## src/design/bmf_pkg.sv

```systemverilog
package bmf_pkg;

    // fixed port widths
    localparam int PORT_BITS = 16;
    localparam int CFG_BITS  = 11;

    // parameter defaults
    localparam int MAX_SIDE_DEF     = 1024;
    localparam int CHANNEL_BITS_DEF = 16;

    // image side limits
    localparam int SIDE_RESET = 32;
    localparam int MIN_SIDE   = 2;

    localparam int NUM_CH = 3;

    // neighborhood sizes: corner uses a shift, edge and inner a reciprocal
    localparam int CORNER_SHIFT = 2;
    localparam int EDGE_DIV     = 6;
    localparam int INNER_DIV    = 9;

    typedef enum logic [1:0] {
        CNT_4 = 2'd0,
        CNT_6 = 2'd1,
        CNT_9 = 2'd2
    } cnt_t;

endpackage

```

## src/design/bmf_div.sv

```systemverilog
module bmf_div #(
    parameter int SUM_W = bmf_pkg::CHANNEL_BITS_DEF + 4,
    parameter int Q_W   = bmf_pkg::CHANNEL_BITS_DEF
) (
    input  logic               [SUM_W-1:0] sum,
    input  bmf_pkg::cnt_t                  cnt,
    output logic               [Q_W-1:0]   quot
);

    // floor(x/d) == (x*M) >> K for x < 2**SUM_W with M = ceil(2**K/d)
    localparam int K6     = SUM_W + 3;
    localparam int K9     = SUM_W + 4;
    localparam int M6     = ((1 << K6) + bmf_pkg::EDGE_DIV - 1) / bmf_pkg::EDGE_DIV;
    localparam int M9     = ((1 << K9) + bmf_pkg::INNER_DIV - 1) / bmf_pkg::INNER_DIV;
    localparam int MUL_W  = SUM_W + 1;
    localparam int PROD_W = SUM_W + MUL_W;

    logic [MUL_W-1:0]  recip;
    logic [PROD_W-1:0] prod;

    assign recip = (cnt == bmf_pkg::CNT_9) ? MUL_W'(M9) : MUL_W'(M6);
    assign prod  = PROD_W'(sum) * PROD_W'(recip);

    always_comb
    begin
        case (cnt)
            bmf_pkg::CNT_4: quot = Q_W'(sum >> bmf_pkg::CORNER_SHIFT);
            bmf_pkg::CNT_6: quot = Q_W'(prod >> K6);
            bmf_pkg::CNT_9: quot = Q_W'(prod >> K9);
            default:        quot = '0;
        endcase
    end

endmodule
```

## config.mk

```make
export PLATFORM = sky130hd
export DESIGN_NAME = bmf_div
export DESIGN_NICKNAME = d
export VERILOG_FILES = /design/src/design/bmf_pkg.sv /design/src/design/bmf_div.sv
export SDC_FILE = /design/constraint.sdc
export NUM_CORES = 1
export LEC_CHECK = 0
export ABC_AREA = 1
export ABC_CLOCK_PERIOD_IN_PS = 10500
export BUFFER_PORTS_ARGS = -buffer_cell sky130_fd_sc_hd__buf_2
export CAP_MARGIN = 20
export CORE_MARGIN = 2
export CORE_UTILIZATION = 70
export DETAILED_ROUTE_END_ITERATION = 8
export GPL_TIMING_DRIVEN = 0
export PLACE_DENSITY = 0.91
export SETUP_SLACK_MARGIN = 0.3
export SLEW_MARGIN = 0
export SYNTH_ARGS = -nofsm -noshare
export SYNTH_HDL_FRONTEND = slang
export SYNTH_SLANG_ARGS = --single-unit
```

## constraint.sdc

```tcl
create_clock -name vclk -period 10.5
set_input_delay 1.05 -clock vclk [all_inputs]
set_output_delay 1.05 -clock vclk [all_outputs]
set_load 0.01 [all_outputs]
```

==> results by group, run 1 <==
Timing
  – Tmin final: around 9.4 ns
  – Final setup violation count: 0
  – RSZ-0062 raised after global routing: false
  – Final worst-path cycle share: approximately nine tenths
  – Worst-Margin Slew: 0.836 ns
  – Max frequency: about 110 MHz
  – Final setup TNS: 0 ns
  – Hold Fails Final Rpt: 0
  – Final Slew Violations: 0
  – Max-Slew Margin vs Limit: between 40% and 50%

CTS
  – Post-CTS Setup Inserts: 0
  – Hold buffer count at CTS: 0
  – Resized Gates After CTS: 0

Route
  – Routed via count: 8108
  – Iteration-0 DRC count of the detailed router: 652
  – Routed WL: 27500 um
  – Drt first pass iters: 6
  – DR vias/cell: 5.75
  – Post-route DRC: 0
  – ANT nets after route: 0
  – DR WL/cell: 19.5 um

Finish
  – Antenna fix cells: 0
  – Layout cell share with drive strength beyond 1: under 10%
  – Seq cells: 0
  – Number of clock buffers in the layout: 0
  – FF+latch area: 0 um^2
  – Nets: 1616
  – Synth-to-layout area growth: 4.55%
  – Fill cell count: 960

GRT
  – Initial antenna violation count: 0
  – Gr usage total: 40.5%
  – Vias in the first global route: between 8k and 9k
  – First-pass GRT wire length: 44200 um
  – Largest net degree at the start of global routing: 11
  – Total gr overflow: 0

Critical path
  – Worst Path Arrival: 8.32 ns
  – Critical Path End: quot[0]
  – Crit. End Element: output port
  – Setup crit start kind: input pin
  – Req. time, crit path: 9.45 ns
  – Setup crit start: cnt[0]
  – Crit path max fanout: 10
  – Setup CP Type: in -> out

Die
  – Core Region: around 13000 um^2
  – Area of the die: 14300 um^2
  – Starting Density: 71.2%
  – DIE WIDTH: 120 um
  – Top Ports: 38
  – Row count: 42
  – Die height: 120 um

Min path
  – Hold WC Path Type: in -> out

Logic synthesis
  – Yosys top cell area share: between 30% and 40%
  – Cells after Synth: approximately 1.2k
  – Largest area contributor in the netlist: fa_1
  – Top post-synthesis cells by area: fa_1, ha_1, inv_1, nand2_1, nor2_1
  – Top-count cell post-synth: inv_1
  – Syn_area_per_cell: 7.84 um^2
  – Sequential element share of the synthesized area: 0%
  – YS warnings: 0
  – Cell variety after synth: 34
  – Post-Syn Area: 9350 um^2
  – Top post-synthesis cells by count: inv_1, nand2_1, ha_1, fa_1, nor2_1

Status
  – Outcome: complete, no violations

Placement
  – Number of port buffers: 38
  – RePlAce Congestion: 1.03
  – Hpwl dp: 25100 um

Flow run
  – Max Cap Viol: 0
==> worst max-delay path, stage by stage <==
cell	delay, ns
buf_2	0.10
inv_1	0.07
nand2_2	0.09
buf_6	0.17
inv_2	0.21
buf_1	0.67
nand2_1	0.24
fa_1	0.56
fa_1	0.46
fa_1	0.55
inv_1	0.06
fa_1	0.56
fa_1	0.44
fa_1	0.57
inv_1	0.07
fa_1	0.48
inv_1	0.04
ha_1	0.30
a21oi_1	0.20
o21ai_0	0.18
a21oi_1	0.35
nand3_1	0.24
or2_2	0.33
nand3_1	0.09
nand3_1	0.09
buf_2	0.15
==> stage by stage <==
step                      instance area, um^2  worst slack (ns)  util [%]  std cells  hold WS (ns)
final                                    9770              1.13      74.4       1411          2.50
after global routing                     9770             0.979      74.4       1411          2.54
after CTS                                9770              1.29      74.4       1411          2.49
after detailed placement                 9770              1.32      74.4       1411          2.49
after global placement                   9770              1.34      74.4       1411          2.48
after floorplan                          9360              2.83         -       1197          2.24
==> per-layer routing <==
layer / vias up / track usage (%) / share of wire, %
li1: 3703 / - / -
met1: 3899 / 50.0 / 37
met2: 395 / 67.9 / 48
met3: 111 / 10.9 / 11
met4: 0 / 16.0 / 4.8
met5: - / 0 / 0
==> how the worst min path moves through the flow <==
stage	from	endpoint	slack, ns	cells after the start
global placement	sum[17]	quot[15]	2.48	4
floorplan	sum[12]	quot[10]	2.24	2
CTS	sum[17]	quot[15]	2.49	4
detailed placement	sum[17]	quot[15]	2.49	4
finish	sum[17]	quot[15]	2.50	4
global route	sum[17]	quot[15]	2.54	4
==> layout make-up <==
class,instances,area [um^2],area share (%)
inverter,336,1260,12.9
buffer,12,53.8,0.550
tap,176,220,2.25
multi-input combinational,849,8050,82.3
timing repair buffer,38,190,1.95
==> cell families (layout without fill, tap and decap cells) <==
group	count (synthesis)	in the layout	synth area share, %
compound gates	91	91	5.51
xor+xnor	6	6	0.562
fa+ha+maj	357	357	61.8
buf+inv	348	386	14.1
other cells	2	6	0.0803
simple gates	389	389	17.9
==> cells in the final DEF, fill, tap and decap left out, types with 8 or more instances in the layout <==
master and count:
o21bai_1 8, buf_2 39, o21ai_0 23, nand3b_1 10, inv_1 329, nand2_1 190, nor3_1 9, nand3_1 65
clkbuf_1 9, ha_1 182, fa_1 175, nor2_1 87, a21oi_1 44
Power of run 1 is not shown: default switching activity piles up to over one toggle a cycle in this logic, so the estimate is an artifact.
==> inputs of run 2 (changes only) <==
--- a/config.mk
+++ b/config.mk
@@ -7,7 +7,7 @@
 export LEC_CHECK = 0
 export ABC_AREA = 1
 export ABC_CLOCK_PERIOD_IN_PS = 10500
-export BUFFER_PORTS_ARGS = -buffer_cell sky130_fd_sc_hd__buf_2
+export BUFFER_PORTS_ARGS = -buffer_cell sky130_fd_sc_hd__buf_4
 export CAP_MARGIN = 20
 export CORE_MARGIN = 2
 export CORE_UTILIZATION = 70
==> run 2 against run 1 <==
  * Routed wire length rose by 5.0%
  * Non-clock buffer count unchanged
  * Via count increased by 1.3%
  * Flip-flop and latch count unchanged
  * Worst hold slack got worse by 0.053 ns
  * Cell count did not move
  * Global-route usage up 1.3 points
  * Critical path depth rose by 1
==> results by group, run 2 (same netlist as run 1, synthesis figures left out) <==
GRT
  – Gr usage total: 41.9% (+1.3 points)
  – First-pass GRT wire length: 45400 um (+2.7%)
  – Initial antenna violation count: 0 (unchanged)
  – Largest net degree at the start of global routing: 11 (unchanged)
  – Total gr overflow: 0 (unchanged)
  – Vias in the first global route: 8944 (+2.4%)

Route
  – WL met1: 10600 um (+3.9%)
  – Drt first pass iters: 5 (-1)
  – DR WL/cell: 20.4 um (+5.0%)
  – Routed via count: 8216 (+1.3%)
  – Post-route DRC: 0 (unchanged)
  – DR vias/cell: 5.82 (+1.3%)
  – Routed WL: 28900 um (+5.0%)
  – ANT nets after route: 0 (unchanged)
  – Max Used Layer: met4
  – Routed wl met2: 13700 um (+4.6%)
  – Metal3 WL: 2930 um (+1.6%)
  – Iteration-0 DRC count of the detailed router: 631 (-3.2%)

Timing
  – Final setup TNS: 0 ns (unchanged)
  – RSZ-0062 raised after global routing: false
  – Worst-Margin Slew: 0.939 ns (+0.103 ns)
  – Final worst-path cycle share: 90.0% (+0.72 points)
  – Hold Fails Final Rpt: 0 (unchanged)
  – Setup slack after layout: 1.05 ns (-0.0759 ns)
  – Max-Slew Margin vs Limit: 37.4% (-6.9 points)
  – Final setup violation count: 0 (unchanged)
  – Final Slew Violations: 0 (unchanged)
  – Tmin final: 9.45 ns (+0.0759 ns)
  – Max frequency: 106 MHz (-0.80%)

Finish
  – Most frequent cells in the layout: inv_1, nand2_1, ha_1, fa_1, nor2_1
  – Nets: 1616 (unchanged)
  – Synth-to-layout area growth: 5.57%
  – Number of clock buffers in the layout: 0 (unchanged)
  – Commonest non-fill, non-tap cell in the layout: inv_1
  – Layout cell share with drive strength beyond 1: 5.59% (unchanged)
  – Antenna fix cells: 0 (unchanged)
  – Seq cells: 0 (unchanged)
  – FF+latch area: 0 um^2 (unchanged)

CTS
  – Resized Gates After CTS: 0 (unchanged)
  – Post-CTS Setup Inserts: 0 (unchanged)
  – Hold buffer count at CTS: 0 (unchanged)

Die
  – Die height: 120 um (unchanged)
  – Area of the die: 14300 um^2 (unchanged)
  – Top Ports: 38 (unchanged)
  – Row count: 42 (unchanged)
  – Starting Density: 71.2% (unchanged)
  – Core Region: 13100 um^2 (unchanged)
  – DIE WIDTH: 120 um (unchanged)

Critical path
  – Req. time, crit path: 9.45 ns (about the same)
  – Most used cell, CP: fa_1
  – Setup crit start kind: input pin
  – Worst Path Arrival: 8.40 ns (+0.08 ns)
  – Setup CP Type: in -> out
  – CP max stage cell: buf_1
  – CP max stage delay: 0.74 ns (+0.07 ns)
  – Crit. End Element: output port
  – Crit path max fanout: 10 (unchanged)

Min path
  – Hold WC Path Type: in -> out

Placement
  – RePlAce Congestion: 1.04 (+0.93%)
  – Hpwl dp: 26300 um (+4.5%)
  – Number of port buffers: 38 (unchanged)
  – Worst slack, placed: 1.21 ns (-0.107 ns)

Flow run
  – Max Cap Viol: 0 (unchanged)

Status
  – Outcome: complete, no violations
[run 2: cell types whose count changed in the layout (fill, tap and decap cells not counted)]
cell / delta
buf_2: -38
buf_4: +38
[run 2: metal layers]
| layer | GRT usage (%) | vias up |
|---|---|---|
| met3 | 10.5 | 135 |
| li1 | - | 3704 |
| met5 | 0 | - |
| met1 | 51.0 | 3891 |
| met2 | 69.9 | 486 |
| met4 | 19.9 | 0 |
[run 2: metrics by stage]
stage	area [um^2]	utilization, %	hold WS, ns	cells
2_1_floorplan	9360	-	2.24	1197
3_3_place_gp	9870	75.1	2.44	1411
3_5_place_dp	9870	75.1	2.44	1411
4_1_cts	9870	75.1	2.44	1411
5_1_grt	9870	75.1	2.46	1411
6_report	9870	75.1	2.44	1411
[run 2: worst max-delay path: cells and delay by family]
kind / cells / cell delay, ns
AOI/OAI and AO/OA: 3 / 0.58
adders and majority gates: 8 / 3.90
buffers and inverters: 9 / 1.62
and+or+nand+nor: 7 / 1.24
[run 2: worst paths after layout]
kind | start | end | depth (start not counted)
worst max-delay path | cnt[0] | quot[12] | 27
worst min-delay path | sum[17] | quot[15] | 4
[run 2: area by class of cell]
cell class                 instances  area (um^2)
fill                             985         3270
timing repair buffer              38          285
buffer                            12         53.8
inverter                         336         1260
tap                              176          220
multi-input combinational        849         8050
Power of run 2 is left out for the same reason.
==> inputs of run 3 (changes only) <==
--- a/config.mk
+++ b/config.mk
@@ -10,10 +10,11 @@
 export BUFFER_PORTS_ARGS = -buffer_cell sky130_fd_sc_hd__buf_4
 export CAP_MARGIN = 20
 export CORE_MARGIN = 2
-export CORE_UTILIZATION = 70
+export CORE_UTILIZATION = 58
 export DETAILED_ROUTE_END_ITERATION = 8
 export GPL_TIMING_DRIVEN = 0
-export PLACE_DENSITY = 0.91
+export PLACE_DENSITY = 0.78
+export RECOVER_POWER = 25
 export SETUP_SLACK_MARGIN = 0.3
 export SLEW_MARGIN = 0
 export SYNTH_ARGS = -nofsm -noshare
==> run 3 against run 2 <==
  * Sequential share of layout area is the same
  * Clock-buffer cell count is the same
  * Maximum frequency shrank 2.1%
  * Critical endpoint is now quot[0]
  * Worst setup slack lost 0.20 ns
  * Design area grew 0.48%
  * Flip-flop and latch count is the same
  * Largest cell class unchanged
==> results by group, run 3 (same netlist as run 1, synthesis figures left out) <==
Critical path
  – Critical Path End: quot[0]
  – Setup crit start: cnt[0]
  – Setup CP Type: in -> out
  – Setup crit start kind: input pin
  – Req. time, crit path: 9.45 ns (about the same)
  – Crit path max fanout: 10 (unchanged)
  – Crit. End Element: output port
  – Worst Path Arrival: 8.60 ns (+0.20 ns)

Route
  – DR WL/cell: 17.8 um (-13%)
  – Metal3 WL: 1820 um (-38%)
  – Max Used Layer: met4
  – Drt first pass iters: 5 (unchanged)
  – Post-route DRC: 0 (unchanged)
  – Iteration-0 DRC count of the detailed router: 467 (-26%)
  – WL met1: 11200 um (+5.7%)
  – Routed WL: 25800 um (-11%)
  – DR vias/cell: 5.32 (-8.7%)
  – Routed wl met2: 11800 um (-14%)
  – Routed via count: 7715 (-6.1%)
  – ANT nets after route: 0 (unchanged)

Die
  – Die height: 131 um (+9.5%)
  – Core Region: 15800 um^2 (+20%)
  – Row count: 46 (+9.5%)
  – DIE WIDTH: 131 um (+9.5%)
  – Starting Density: 59.1% (-12 points)
  – Area of the die: 17200 um^2 (+20%)
  – Top Ports: 38 (unchanged)

Finish
  – FF+latch area: 0 um^2 (unchanged)
  – Synth-to-layout area growth: 6.08%
  – Nets: 1616 (unchanged)
  – Commonest non-fill, non-tap cell in the layout: inv_1
  – Number of clock buffers in the layout: 0 (unchanged)
  – Most frequent cells in the layout: inv_1, nand2_1, ha_1, fa_1, nor2_1
  – Antenna fix cells: 0 (unchanged)
  – Layout cell share with drive strength beyond 1: 5.43% (-0.16 points)
  – Seq cells: 0 (unchanged)

Flow run
  – Max Cap Viol: 0 (unchanged)

Timing
  – Final worst-path cycle share: 91.9% (+1.9 points)
  – RSZ-0062 raised after global routing: false
  – Worst-Margin Slew: 0.897 ns (-0.0418 ns)
  – Hold Fails Final Rpt: 0 (unchanged)
  – Tmin final: 9.65 ns (+0.204 ns)
  – Final Slew Violations: 0 (unchanged)
  – Max frequency: 104 MHz (-2.1%)
  – Final setup TNS: 0 ns (unchanged)
  – Final setup violation count: 0 (unchanged)
  – Max-Slew Margin vs Limit: 40.2% (+2.8 points)

GRT
  – First-pass GRT wire length: 41400 um (-9.0%)
  – Largest net degree at the start of global routing: 11 (unchanged)
  – Total gr overflow: 0 (unchanged)
  – Gr usage total: 32.2% (-9.7 points)
  – Vias in the first global route: 7987 (-11%)
  – Initial antenna violation count: 0 (unchanged)

CTS
  – Post-CTS Setup Inserts: 0 (unchanged)
  – Resized Gates After CTS: 0 (unchanged)
  – Hold buffer count at CTS: 0 (unchanged)

Placement
  – RePlAce Congestion: 1.00 (-3.7%)
  – Hpwl dp: 24000 um (-8.8%)
  – Number of port buffers: 38 (unchanged)

Min path
  – Hold WC Path Type: in -> out

Status
  – Outcome: complete, no violations
[run 3: cell count changes in the layout (fill, tap and decap cells not counted), sizes merged]
cell / change
buf: -1
clkbuf: +1
[run 3: worst min path at each step]
| stage | from | endpoint | slack (ns) | cells past startpoint |
|---|---|---|---|---|
| floorplan | sum[12] | quot[10] | 2.24 | 2 |
| global placement | sum[17] | quot[15] | 2.45 | 4 |
| detailed placement | sum[17] | quot[15] | 2.45 | 4 |
| CTS | sum[17] | quot[15] | 2.45 | 4 |
| global route | sum[17] | quot[15] | 2.46 | 4 |
| finish | sum[17] | quot[15] | 2.46 | 4 |
[run 3: final cells by class]
type | instances | area, um^2
Fill cell | 1429 | 5910
Multi-Input combinational cell | 849 | 8050
Tap cell | 216 | 270
Timing Repair Buffer | 38 | 285
Buffer | 12 | 53.8
Inverter | 336 | 1260
[run 3: layer usage]
metal	up-vias	track usage (%)
met5	-	0
met4	0	9.76
met3	57	5.86
met2	263	51.6
met1	3685	44.7
li1	3710	-
[run 3: critical path, stage by stage]
cell	delay (ns)
buf_4	0.11
inv_1	0.06
nand2_1	0.10
buf_6	0.18
inv_1	0.34
clkbuf_1	0.72
nand2_1	0.24
fa_1	0.56
fa_1	0.43
fa_1	0.54
inv_1	0.05
fa_1	0.58
fa_1	0.48
fa_1	0.53
inv_1	0.06
fa_1	0.48
inv_1	0.05
ha_1	0.30
a21oi_1	0.25
o21ai_0	0.19
a21oi_1	0.36
nand3_1	0.26
or2_2	0.34
nand3_1	0.07
nand3_1	0.09
buf_4	0.16
[run 3: per-stage QoR]
step | cell area, um^2 | setup slack, ns | utilization [%] | std cells | hold WS, ns
after floorplan | 9360 | 2.83 | - | 1197 | 2.24
after global placement | 9920 | 1.22 | 62.7 | 1451 | 2.45
after detailed placement | 9920 | 1.20 | 62.7 | 1451 | 2.45
after CTS | 9920 | 1.16 | 62.7 | 1451 | 2.45
after global routing | 9920 | 0.688 | 62.7 | 1451 | 2.46
final | 9920 | 0.849 | 62.7 | 1451 | 2.46
Power of run 3 is left out for the same reason.
